--- config.mk ---
export PLATFORM = sky130hd
export DESIGN_NAME = ntpta_digit
export DESIGN_NICKNAME = d
export VERILOG_FILES = /design/src/rtl/core/ntpta_pkg.sv /design/src/rtl/core/ntpta_digit.sv
export SDC_FILE = /design/constraint.sdc
export NUM_CORES = 1
export LEC_CHECK = 0
export BUFFER_PORTS_ARGS = -buffer_cell sky130_fd_sc_hd__buf_2
export CORE_AREA = 8 8 209 211
export CTS_CLUSTER_DIAMETER = 50
export DETAILED_ROUTE_END_ITERATION = 8
export DIE_AREA = 0 0 217 219
export GPL_ROUTABILITY_DRIVEN = 0
export MAX_ROUTING_LAYER = met4
export SLEW_MARGIN = 20
export SYNTH_ARGS = -nofsm -noshare
export SYNTH_HDL_FRONTEND = slang
export SYNTH_SLANG_ARGS = --single-unit
--- constraint.sdc ---
create_clock -name clk -period 8.6 [get_ports clk]
set_clock_uncertainty 0.1 [all_clocks]
set_input_delay 0 -clock clk [delete_from_list [all_inputs] [get_ports clk]]
set_output_delay 0 -clock clk [all_outputs]
set_load 0.01 [all_outputs]
--- src/rtl/core/ntpta_pkg.sv ---
package ntpta_pkg;

	localparam int NUM_STAGES = 11;
	localparam int NUM_DIGITS = 4;
	localparam int DIG_W      = 11;
	localparam int REM_W      = 21;
	localparam int QUOT_W     = 33;

	// Request kinds.
	localparam logic REQ_ADD     = 1'b0;
	localparam logic REQ_ELAPSED = 1'b1;

	localparam logic [29:0] NS_PER_SEC = 30'd1000000000;
	// 10^9 is 2^9 times this odd factor; the division works on it alone.
	localparam logic [REM_W-1:0] DIV_ODD = 21'd1953125;
	// floor(2^32 / DIV_ODD): underestimates a digit quotient by at most one.
	localparam logic [11:0] DIG_RECIP = 12'd2199;
	// floor(2^53 / DIV_ODD): underestimates a fraction quotient by at most one.
	localparam logic [32:0] FRAC_RECIP = 33'h1_12E0_BE82;

	typedef struct packed {
		logic en_a;
		logic en_b;
	} ntpta_step_en_t;

	function automatic logic [29:0] frac_to_ns(input logic [31:0] frac);
		logic [61:0] prod;
		prod = {30'd0, frac} * {32'd0, NS_PER_SEC};
		return prod[61:32];
	endfunction

endpackage

--- src/rtl/core/ntpta_digit.sv ---
module ntpta_digit (
	input  logic                           clk,
	input  ntpta_pkg::ntpta_step_en_t      step_en,
	input  logic [ntpta_pkg::REM_W-1:0]    rem_in,
	input  logic [ntpta_pkg::DIG_W-1:0]    chunk,
	output logic [ntpta_pkg::DIG_W-1:0]    quo_out,
	output logic [ntpta_pkg::REM_W-1:0]    rem_out
);
	import ntpta_pkg::*;

	logic [REM_W+DIG_W-1:0]   t_c;
	logic [REM_W+DIG_W+11:0]  est_prod;
	logic [REM_W+DIG_W-1:0]   t_s1;
	logic [DIG_W-1:0]         qe_s1;
	logic [REM_W+DIG_W-1:0]   back_prod;
	logic [REM_W+DIG_W-1:0]   diff_full;
	logic [REM_W:0]           diff;
	logic                     fix;
	logic [REM_W-1:0]         rem_s2;
	logic [DIG_W-1:0]         quo_s2;

	// Since rem_in is below the divisor, t_c / DIV_ODD fits one digit.
	assign t_c      = {rem_in, chunk};
	assign est_prod = {12'd0, t_c} * {{(REM_W + DIG_W){1'b0}}, DIG_RECIP};

	always_ff @(posedge clk) begin
		if (step_en.en_a) begin
			t_s1  <= t_c;
			qe_s1 <= est_prod[REM_W+DIG_W+DIG_W-1:REM_W+DIG_W];
		end
	end

	assign back_prod = {{REM_W{1'b0}}, qe_s1} * {{DIG_W{1'b0}}, DIV_ODD};
	assign diff_full = t_s1 - back_prod;
	assign diff      = diff_full[REM_W:0];
	assign fix       = (diff >= {1'b0, DIV_ODD});

	always_ff @(posedge clk) begin
		if (step_en.en_b) begin
			rem_s2 <= fix ? REM_W'(diff - {1'b0, DIV_ODD}) : diff[REM_W-1:0];
			quo_s2 <= qe_s1 + {{(DIG_W-1){1'b0}}, fix};
		end
	end

	assign quo_out = quo_s2;
	assign rem_out = rem_s2;
endmodule

Yosys cells after proc, flatten, opt, wreduce, memory -nomap -nowiden. Cells that the tools add are included.

Register bits after elaboration: 65. Input port bits: 35.

$add $sub $neg: 3. $mul: 2. Order comparisons: 1. Muxes and demuxes: 1.

Operators with widths (count): multiplier 32 x 12 -> 43 bit (second input constant) (1); >= comparator 22 x 21 -> 1 bit (second input constant) (1); multiplier 11 x 21 -> 22 bit (second input constant) (1); subtractor 22 bit (1); two-way mux 21 bit (1); subtractor 21 bit (second input constant) (1); adder 11 x 1 -> 11 bit (1).

Depth between registers and ports, before layout. Gate-level depths: netlist (run 1).

Depth in word-level cells: 4. Depth in mapped cells: 27. Gate-level depth less buffers: 26.

Least setup slack after synthesis (run 1). Ideal clock, no wire load.

Path type: register -> register. Start point: register qe_s1[3]. End point: register quo_s2[10], in the netlist quo_out[10] (data pin). Arrival time: 6.109 ns. Setup slack: 2.131 ns. Stages on the path, launching flop included: 26. Path buffers: 1. Path through: edfxtp_1 ha_1 inv_1 fa_1 fa_1 fa_1 inv_1 fa_1 inv_1 ha_1 a21o_1 nor3_1 nand2_1 o31ai_4 a21boi_2 o2111a_1 nor3_1 a31oi_4 buf_6 inv_1 ha_1 ha_1 nand2_1 nor2_1 nand3_1 xnor2_1.

Longest elaborated chain between the ends: 4.

Ends and longest elaborated chain: start, declared (line ntpta_digit.sv:14) `logic [DIG_W-1:0] qe_s1;`; start signal, assigned (line ntpta_digit.sv:29) `qe_s1 <= est_prod[REM_W+DIG_W+DIG_W-1:REM_W+DIG_W];`; multiplier 11 x 21 -> 22 bit (line ntpta_digit.sv:33) `assign back_prod = {{REM_W{1'b0}}, qe_s1} * {{DIG_W{1'b0}}, DIV_ODD};`; subtractor 22 bit (line ntpta_digit.sv:34) `assign diff_full = t_s1 - back_prod;`; >= comparator 22 x 21 -> 1 bit (line ntpta_digit.sv:36) `assign fix = (diff >= {1'b0, DIV_ODD});`; adder 11 x 1 -> 11 bit * (line ntpta_digit.sv:41) `quo_s2 <= qe_s1 + {{(DIG_W-1){1'b0}}, fix};`; end signal, assigned (line ntpta_digit.sv:41); end, declared (line ntpta_digit.sv:20) `logic [DIG_W-1:0] quo_s2;`.

Every way passes the cells marked *; elsewhere a longest branch is shown, timed or not. A chain may end at the register's enable or synchronous reset.

Worst setup path after layout (run 1).
Start point: register qe_s1[2]. End point: register quo_s2[10], in the netlist quo_out[10] (data pin).

The elaborated chain is that of the path after synthesis.

==> results.md, run 1 <==
* Status: complete, no violations
* Die area at ~48000 µm²
* RSZ-0062 raised after global routing: no
* Initial core utilization at between 20 and 30%
* Drt drc at 0
* CTS buffer count at 9
* Crit path max-delay family: adder cells
* Hold crit path type: in2reg
* H-tree depth at 3
* Vias at just under 8000
* Initial drt markers at about 270
* CTS tree: done
* Post-synth EDFFs at 65
* Initial antenna violation count at 0
* Top Ports at 67
* Synth Flop Type: edfxtp_1
* Pins over their slew limit at 0
* Buffers and inverters on the worst path at 4
* Peak fanout along the critical path at 19
* Achievable Freq at about 140 MHz
* Fin crit share at 84.7%
* Max Cap Viol at 0
* WP data required at roughly 8600 ps
* Slowest cell on the critical path: edfxtp_1
* Setup TNS at 0 ps
* Insertion delay to the later sink of the worst-skew pair at 350 ps
* Routed length per placed instance at about 15 µm
* Routed Antenna Nets at 0
* Tot GR Track Use at 11.8%
* Total Wirelength at between 20 and 30 mm
* Dpl hpwl at between 20 and 25 mm
* Setup Crit Path Kind: reg2reg
* Setup Fix Bufs, Post-CTS at 0
* Root Driver: clkbuf_16
* Die width at between 200 and 250 µm
* Hold path depth at 3
* Clk buf depth at 2
* Worst Setup End Kind: flop
* First-pass GRT wire length at between 40 and 50 mm
* Die Height at ~220 µm
* Resize count post-CTS at 0
* Hold Violations, Final at 0
* Final setup margin at about 1300 ps
* Final setup vio count at 0
* Rows at 74
* Worst slew pin tran at roughly 740 ps
* Cells along the critical path: ha_1, inv_1, fa_1, fa_1, fa_1, inv_1, fa_1, inv_1, ha_1, a21o_1, nor3_1, nand2_1, o31ai_4, a21boi_2, o2111a_1, nor3_1, a31oi_4, inv_1, ha_1, ha_1, nand2_1, nor2_1, nand3_1, xnor2_1
* Pre-antenna DRT Iters at 4
* Overflow after GRT at 0
* Vias per inst at between 4 and 5
* ANT cells at 0
* Post-Place Cell Area at 13000 µm²
* Number of synthesis warnings at 0
* Asr flop ratio synth at 0%
* FF+latch count, synth at 65
* CP Launch Type: flop
* Reg-to-Reg End: quo_out[10]$_DFFE_PP_
* FF-to-FF Start: qe_s1[2]$_DFFE_PP_
* Post-Place Worst Slack at roughly 1300 ps
* Mapped Area at 12000 µm²
* Avg Inst Size Synth at roughly 10 µm²
* Cells after synthesis at approximately 1200
* Rel. slew slack at about half
* HP Start: rem_in[20]
* Core Area at about 40000 µm²
* Clock Pin Slew Worst Setup and Hold Paths at 60 ps
* R2R Setup Slk at around 1300 ps
* Final Cell Area at around 14000 µm²
* Layout fillers at approximately 4200
* Sequential area share after synthesis at about 16%
* Post-Syn Nets at between 1500 and 2000
* Fraction of layout cells with a size suffix above 1 at about 8.4%
* Unique masters post-synth at between 70 and 80
* Final #Nets at 1683
* Largest net degree at the start of global routing at 34
* Hold Crit Endpoint: qe_s1[10]$_DFFE_PP_
* Layout Area Growth over Synthesis at 12.8%
* Clock sinks at 65
* CP max stage delay at 560 ps
* Hold Buf Count CTS at 22
* Core Util, Final at 33.5%
* Worst r2r path cells at 24
* Vias in the first global route at 8764
* Number of I/O port buffers at 66
* Final Critical Period at roughly 7300 ps
* Critical path arrival at roughly 7300 ps
worst max-delay path by stage:
stage,start,endpoint,slack (ps),depth (start not counted)
after floorplan,qe_s1[3]$_DFFE_PP_,quo_out[10]$_DFFE_PP_,2130,25
after global placement,qe_s1[2]$_DFFE_PP_,quo_out[10]$_DFFE_PP_,1490,24
after detailed placement,qe_s1[2]$_DFFE_PP_,quo_out[10]$_DFFE_PP_,1320,24
after CTS,qe_s1[2]$_DFFE_PP_,quo_out[10]$_DFFE_PP_,1320,24
after global routing,qe_s1[0]$_DFFE_PP_,quo_out[9]$_DFFE_PP_,860,23
final,qe_s1[2]$_DFFE_PP_,quo_out[10]$_DFFE_PP_,1320,24
synthesized netlist by cell type, drive strengths merged (4+ instances only):
| library cell | count | area, µm² |
|---|---|---|
| inv | 327 | 1230 |
| ha | 210 | 2630 |
| fa | 183 | 3660 |
| edfxtp | 65 | 1950 |
| xnor2 | 50 | 438 |
| nand2 | 37 | 139 |
| nor2 | 37 | 156 |
| a21oi | 34 | 174 |
| o21ai | 28 | 144 |
| nor3 | 21 | 105 |
| xor2 | 18 | 158 |
| nand3 | 13 | 65.1 |
| a21o | 11 | 82.6 |
| o21a | 11 | 82.6 |
| a31oi | 7 | 80.1 |
| and3 | 7 | 43.8 |
| nor2b | 6 | 37.5 |
| or3 | 6 | 37.5 |
| a211oi | 5 | 42.5 |
| a2111oi | 4 | 53.8 |
| a211o | 4 | 35.0 |
| and2 | 4 | 25.0 |
| nand2b | 4 | 25.0 |
| o211ai | 4 | 43.8 |
| or2 | 4 | 27.5 |
layout make-up:
type | instances | area, µm² | area share, %
clock inverters | 6 | 115 | 0.851
repair buffers | 88 | 551 | 4.07
inverters | 327 | 1230 | 9.07
well taps | 532 | 666 | 4.92
multi-input cells | 764 | 8790 | 65.0
clock buffers | 10 | 229 | 1.69
flip-flops and latches | 65 | 1950 | 14.4
through the flow:
step / hold WS (ps) / instances
6_report: 134 / 1792
5_1_grt: 166 / 1792
4_1_cts: 138 / 1792
3_5_place_dp: 212 / 1754
3_3_place_gp: 216 / 1754
2_1_floorplan: -1.13 / 1161
worst reg2reg max path: stages (launching register included):
cell and delay (ps):
edfxtp_1 560, ha_1 420, inv_1 70, fa_1 520, fa_1 440, fa_1 540
inv_1 60, fa_1 530, inv_1 40, ha_1 350, a21o_1 260, nor3_1 310
nand2_1 160, o31ai_4 290, a21boi_2 120, o2111a_1 250, nor3_1 530, a31oi_4 240
inv_1 240, ha_1 250, ha_1 210, nand2_1 90, nor2_1 210, nand3_1 130
xnor2_1 130
placed cells by master, fill, tap and decap left out, types with 4 or more instances in the layout:
| master | n |
|---|---|
| nor2_2 | 7 |
| o21ai_0 | 25 |
| a211o_1 | 4 |
| a21oi_1 | 33 |
| xnor2_1 | 50 |
| inv_1 | 327 |
| edfxtp_1 | 65 |
| a31oi_1 | 4 |
| dlygate4sd3_1 | 22 |
| o21a_1 | 11 |
| ha_1 | 210 |
| clkbuf_16 | 9 |
| or3_1 | 6 |
| nor3_1 | 21 |
| nand2_1 | 37 |
| nor2b_1 | 6 |
| and3_1 | 7 |
| nor2_1 | 30 |
| nand3_1 | 13 |
| fa_1 | 183 |
| buf_2 | 66 |
| xor2_1 | 18 |
| and2_1 | 4 |
| nand2b_1 | 4 |
| a21o_1 | 11 |
| a211oi_1 | 4 |
registers in the layout, indices dropped and copies added (netlist names):
| register | flops |
|---|---|
| quo_out | 11 |
| rem_out | 21 |
| t_s1 | 22 |
| qe_s1 | 11 |
metal layers:
metal / up-vias / share of wire, % / global-route usage, %
met3: 36 / 3.0 / 1.28
met4: 0 / 2.1 / 3.83
met1: 3854 / 46 / 14.6
li1: 3916 / - / -
met2: 112 / 49 / 20.2
met5: - / 0 / -
cells by family after synthesis:
family | synth area share, %
DFF | 16.3
muxes | 0.0834
AOI/OAI and AO/OA | 8.79
adders and majority gates | 52.4
buffers and inverters | 10.5
xor gates and xnor gates | 4.96
and+or+nand+nor | 6.99
Power of run 1 is not shown: default switching activity piles up to over one toggle a cycle in this logic, so the estimate is an artifact.
==> run 2, diff against run 1 <==
Clock period 8.6 ns to 6.56 ns, I/O delays scaled along.
==> results.md, run 2 (synthesized netlist as in run 1, its figures left out) <==
* Clock Pin Slew Worst Setup and Hold Paths at ~60 ps
* Cells along the critical path: buf_4, ha_1, ha_1, fa_1, inv_1, fa_1, inv_1, fa_1, inv_1, ha_2, a21o_1, a21oi_2, nand3_1, or3b_2, and4b_2, a31oi_4, a31oi_4, inv_1, ha_2, ha_2, nand2_1, nor2_2, nand3_1, xnor2_1
* Initial drt markers at about 250
* Final Critical Period at 6280 ps
* Critical Path Start: qe_s1[3]$_DFFE_PP_
* Worst setup path end: quo_out[10]$_DFFE_PP_
* Commonest non-fill, non-tap cell in the layout: inv_1
* Dpl cells at 1776
* Status: complete, no violations
* Top Ports at 67
* Die width at ~220 µm
* Layout Area Growth over Synthesis at 15.2%
* Fraction of layout cells with a size suffix above 1 at between 10% and 20%
* WP data required at between 6000 and 7000 ps
* Drt drc at 0
* Commonest cells after routing, fill and taps aside: inv_1, ha_1, fa_1
* Pre-antenna DRT Iters at 4
* Most frequent CP cell: inv_1
* Hold crit path type: in2reg
* Buffers and inverters on the worst path at 5
* Initial antenna violation count at 1
* Top reg by flops: t_s1
* CTS buffer count at 9
* Vias at between 8000 and 9000
* Worst r2r path cells at 24
* Setup Crit Path Kind: reg2reg
* Number of I/O port buffers at 66
* Final #Nets at between 1500 and 2000
* CP Launch Type: flop
* Slowest cell on the critical path: fa_1
* Fin crit share at 95.8%
* Total Wirelength at 26.4 mm
* Peak fanout along the critical path at 7
* Rel. slew slack at between 50% and 60%
* First-pass GRT wire length at between 40 and 50 mm
* Vias per inst at about 4.4
* Worst slew pin tran at roughly 740 ps
* Worst Setup End Kind: flop
* Initial core utilization at 29.7%
* Overflow after GRT at 0
* Clk buf depth at 2
* CP max stage delay at roughly 540 ps
* Die Height at 219 µm
* Largest net degree at the start of global routing at 34
* Dpl hpwl at ~23 mm
* Crit path max-delay family: adder cells
* Tot GR Track Use at about an eighth
* Die area at around 48000 µm²
* Core Area at about 40000 µm²
* Rows at between 70 and 80
* Root Driver: clkbuf_16
* Critical path arrival at approximately 6300 ps
* H-tree depth at 3
* Max Cap Viol at 0
* Clock sinks at 65
* R2R Setup Slk at roughly 280 ps
* FF-to-FF Start: qe_s1[3]$_DFFE_PP_
* Routed length per placed instance at approximately 15 µm
* Pins over their slew limit at 0
* Final setup vio count at 0
* CTS tree: done
* Crit path depth at 24
* Reg-to-Reg End: quo_out[10]$_DFFE_PP_
* Hold Violations, Final at 0
* Insertion delay to the later sink of the worst-skew pair at roughly 350 ps
* Routed Antenna Nets at 0
* Final std cells w/o fill at between 1500 and 2000
* Vias in the first global route at about 8700
* Achievable Freq at 159 MHz
* Max reg flops at 22
[run 2: cell count changes in the layout (fill, tap and decap cells not counted), sizes merged]
cell / change
buf: +26
clkbuf: -1
clkinvlp: +1
diode: +1
[run 2: worst min-delay path by stage]
stage          startpoint                  end  cells after the start
6_report       rem_in[20]  qe_s1[10]$_DFFE_PP_                      3
2_1_floorplan    chunk[0]    t_s1[0]$_DFFE_PP_                      0
3_3_place_gp     chunk[0]    t_s1[0]$_DFFE_PP_                      1
5_1_grt        rem_in[20]  qe_s1[10]$_DFFE_PP_                      3
4_1_cts        rem_in[20]  qe_s1[10]$_DFFE_PP_                      3
3_5_place_dp     chunk[0]    t_s1[0]$_DFFE_PP_                      1
[run 2: final cells by class]
cell class | instances | area, µm²
Antenna cell | 1 | 2.50
Clock inverter | 7 | 118
Fill cell | 4082 | 26500
Inverter | 327 | 1230
Timing Repair Buffer | 114 | 746
Clock buffer | 9 | 225
Sequential cell | 65 | 1950
Tap cell | 532 | 666
Multi-Input combinational cell | 764 | 8880
[run 2: what timing repair did]
action / 4_1_cts / 5_1_grt
setup buffers: 0 / 4
hold endpoints to repair: 22 / 0
hold buffers: 22 / 0
endpoints found under the setup margin: 0 / 6
resized for setup: 0 / 17
[run 2: metrics by stage]
stage | setup slack [ps] | TNS [ps] | instance area [µm²] | util, % | hold slack [ps]
after global routing | -17.6 | -23.7 | 13800 | 34.2 | 152
after global placement | 139 | 0 | 13100 | 32.5 | 219
final | 276 | 0 | 13800 | 34.2 | 111
after detailed placement | 47.0 | 0 | 13100 | 32.5 | 216
after floorplan | 90.8 | 0 | 12000 | - | -1.13
after CTS | 16.5 | 0 | 13700 | 33.9 | 113
[run 2: tightest hold or removal path: stages]
cell and delay, ps:
buf_2 190, xnor2_1 100, xnor2_1 150
[run 2: metal layers]
metal / track usage (%) / wire length (µm)
met5: - / 0
met4: 3.79 / 650
met3: 1.27 / 574
met2: 20.3 / 13300
met1: 14.2 / 11900
Power of run 2 is left out for the same reason.
==> run 3, diff against run 2 <==
Settings changed: CORE_AREA 8 8 209 211 to 8 8 157 159, DIE_AREA 0 0 217 219 to 0 0 165 167, PLACE_DENSITY from default to 0.75, RECOVER_POWER from default to 25.
==> results.md, run 3 (synthesized netlist as in run 1, its figures left out) <==
* Initial drt markers at roughly 380
* Number of I/O port buffers at 66
* Routed Antenna Nets at 0
* CTS tree: done
* Final Cell Area at approximately 13000 µm²
* Pre-antenna DRT Iters at 6
* Final Critical Period at 6320 ps
* Max reg flops at 22
* Insertion delay to the later sink of the worst-skew pair at between 300 and 400 ps
* Total Wirelength at between 20 and 25 mm
* Initial core utilization at between 50% and 60%
* Die area at 27600 µm²
* Commonest cells after routing, fill and taps aside: inv_1, ha_1, fa_1
* Post-Place Cell Area at 12800 µm²
* Layout fillers at approximately 1800
* Max Cap Viol at 2
* Fin crit share at between 90% and 100%
* First-pass GRT wire length at 41.4 mm
* Commonest non-fill, non-tap cell in the layout: inv_1
* Rows at 55
* Failing checks: max-capacitance violations, max-slew violations
* Final setup vio count at 0
* Buffers and inverters on the worst path at 6
* Dpl cells at approximately 1500
* CP Launch Type: flop
* Vias in the first global route at 8798
* Clock sinks at 65
* Pins over their slew limit at 67
* Top reg by flops: t_s1
* Final std cells w/o fill at about 1600
* Die Height at between 150 and 200 µm
* Die width at approximately 170 µm
* Most frequent CP cell: inv_1
* Peak fanout along the critical path at 6
* Setup Crit Path Kind: reg2reg
* Critical Path Start: qe_s1[8]$_DFFE_PP_
* Status: complete, but fails checks
* Vias per inst at 5.22
* Core Util, Final at between 60% and 70%
* Fraction of layout cells with a size suffix above 1 at around 11%
* Layout Area Growth over Synthesis at 12.0%
* Root Driver: clkbuf_16
* WP data required at roughly 6600 ps
* Top Ports at 67
* Rel. slew slack at -13.6%
* CP max stage delay at about 540 ps
* Hold crit path type: in2reg
* Dpl hpwl at 20.9 mm
* Vias at between 8000 and 9000
* Worst Setup End Kind: flop
* Critical path arrival at around 6300 ps
* Clk buf depth at 2
* Core Area at roughly 22000 µm²
* Drt drc at 0
* Slowest cell on the critical path: fa_1
* CTS buffer count at 9
* H-tree depth at 3
* Achievable Freq at ~160 MHz
* Largest net degree at the start of global routing at 34
* FF-to-FF Start: qe_s1[8]$_DFFE_PP_
* Final #Nets at around 1700
* Hold Violations, Final at 0
* Tot GR Track Use at a little under a fifth
* Worst slew pin tran at between 1500 and 2000 ps
* Initial antenna violation count at 1
* Overflow after GRT at 0
* Crit path max-delay family: adder cells
* HP Start: rem_in[20]
* Clock Pin Slew Worst Setup and Hold Paths at around 50 ps
* Routed length per placed instance at between 15 and 20 µm
## run 3: changes by cell type in the layout (fill, tap and decap cells not counted), moves of 2 or more
cell	delta
inv_1	-2
clkbuf_1	+3
inv_2	+2
bufinv_16	-2
buf_2	-2
clkinv_2	+2
## run 3: tightest hold or removal path: stages
cell and delay (ps):
buf_2 200, xnor2_1 100, xnor2_1 140
## run 3: path summary, 6_finish.rpt
kind	end	slack, ps	cells after the start
max	quo_out[9]$_DFFE_PP_	240	25
min	qe_s1[10]$_DFFE_PP_	110	3
max reg2reg	quo_out[9]$_DFFE_PP_	240	25
min reg2reg	quo_out[6]$_DFFE_PP_	560	1
## run 3: through the flow
step | setup TNS [ps] | hold slack (ps) | setup slack, ps
6_report | 0 | 112 | 242
5_1_grt | -26.8 | 145 | -26.8
4_1_cts | 0 | 101 | 53.6
3_5_place_dp | 0 | 223 | 93.4
3_3_place_gp | 0 | 226 | 216
2_1_floorplan | 0 | -1.13 | 90.8
## run 3: what timing repair did
item,4_1_cts,5_1_grt
hold buffers,22,0
buffers inserted,0,5
endpoints found under the hold margin,22,0
resized for setup,0,20
setup endpoints to repair,0,6
## run 3: layout make-up
| cell class | count | area, µm² | share of cell area [%] |
|---|---|---|---|
| clock inverters | 6 | 58.8 | 0.438 |
| diodes | 1 | 2.50 | 0.0186 |
| well taps | 285 | 357 | 2.65 |
| multi-input cells | 764 | 8870 | 66.0 |
| flip-flops and latches | 65 | 1950 | 14.5 |
| repair buffers | 113 | 736 | 5.48 |
| clock buffers | 10 | 229 | 1.70 |
| inverters | 327 | 1230 | 9.14 |
## run 3: per-layer routing
metal / share of wire, % / vias up / global-route usage, % / wire [µm]
li1: - / 3988 / - / -
met1: 44 / 4004 / 23.7 / 10800
met2: 50 / 154 / 32.0 / 12500
met3: 3.4 / 50 / 2.00 / 833
met4: 2.7 / 0 / 6.66 / 663
met5: 0 / - / - / 0
Power of run 3 is left out for the same reason.
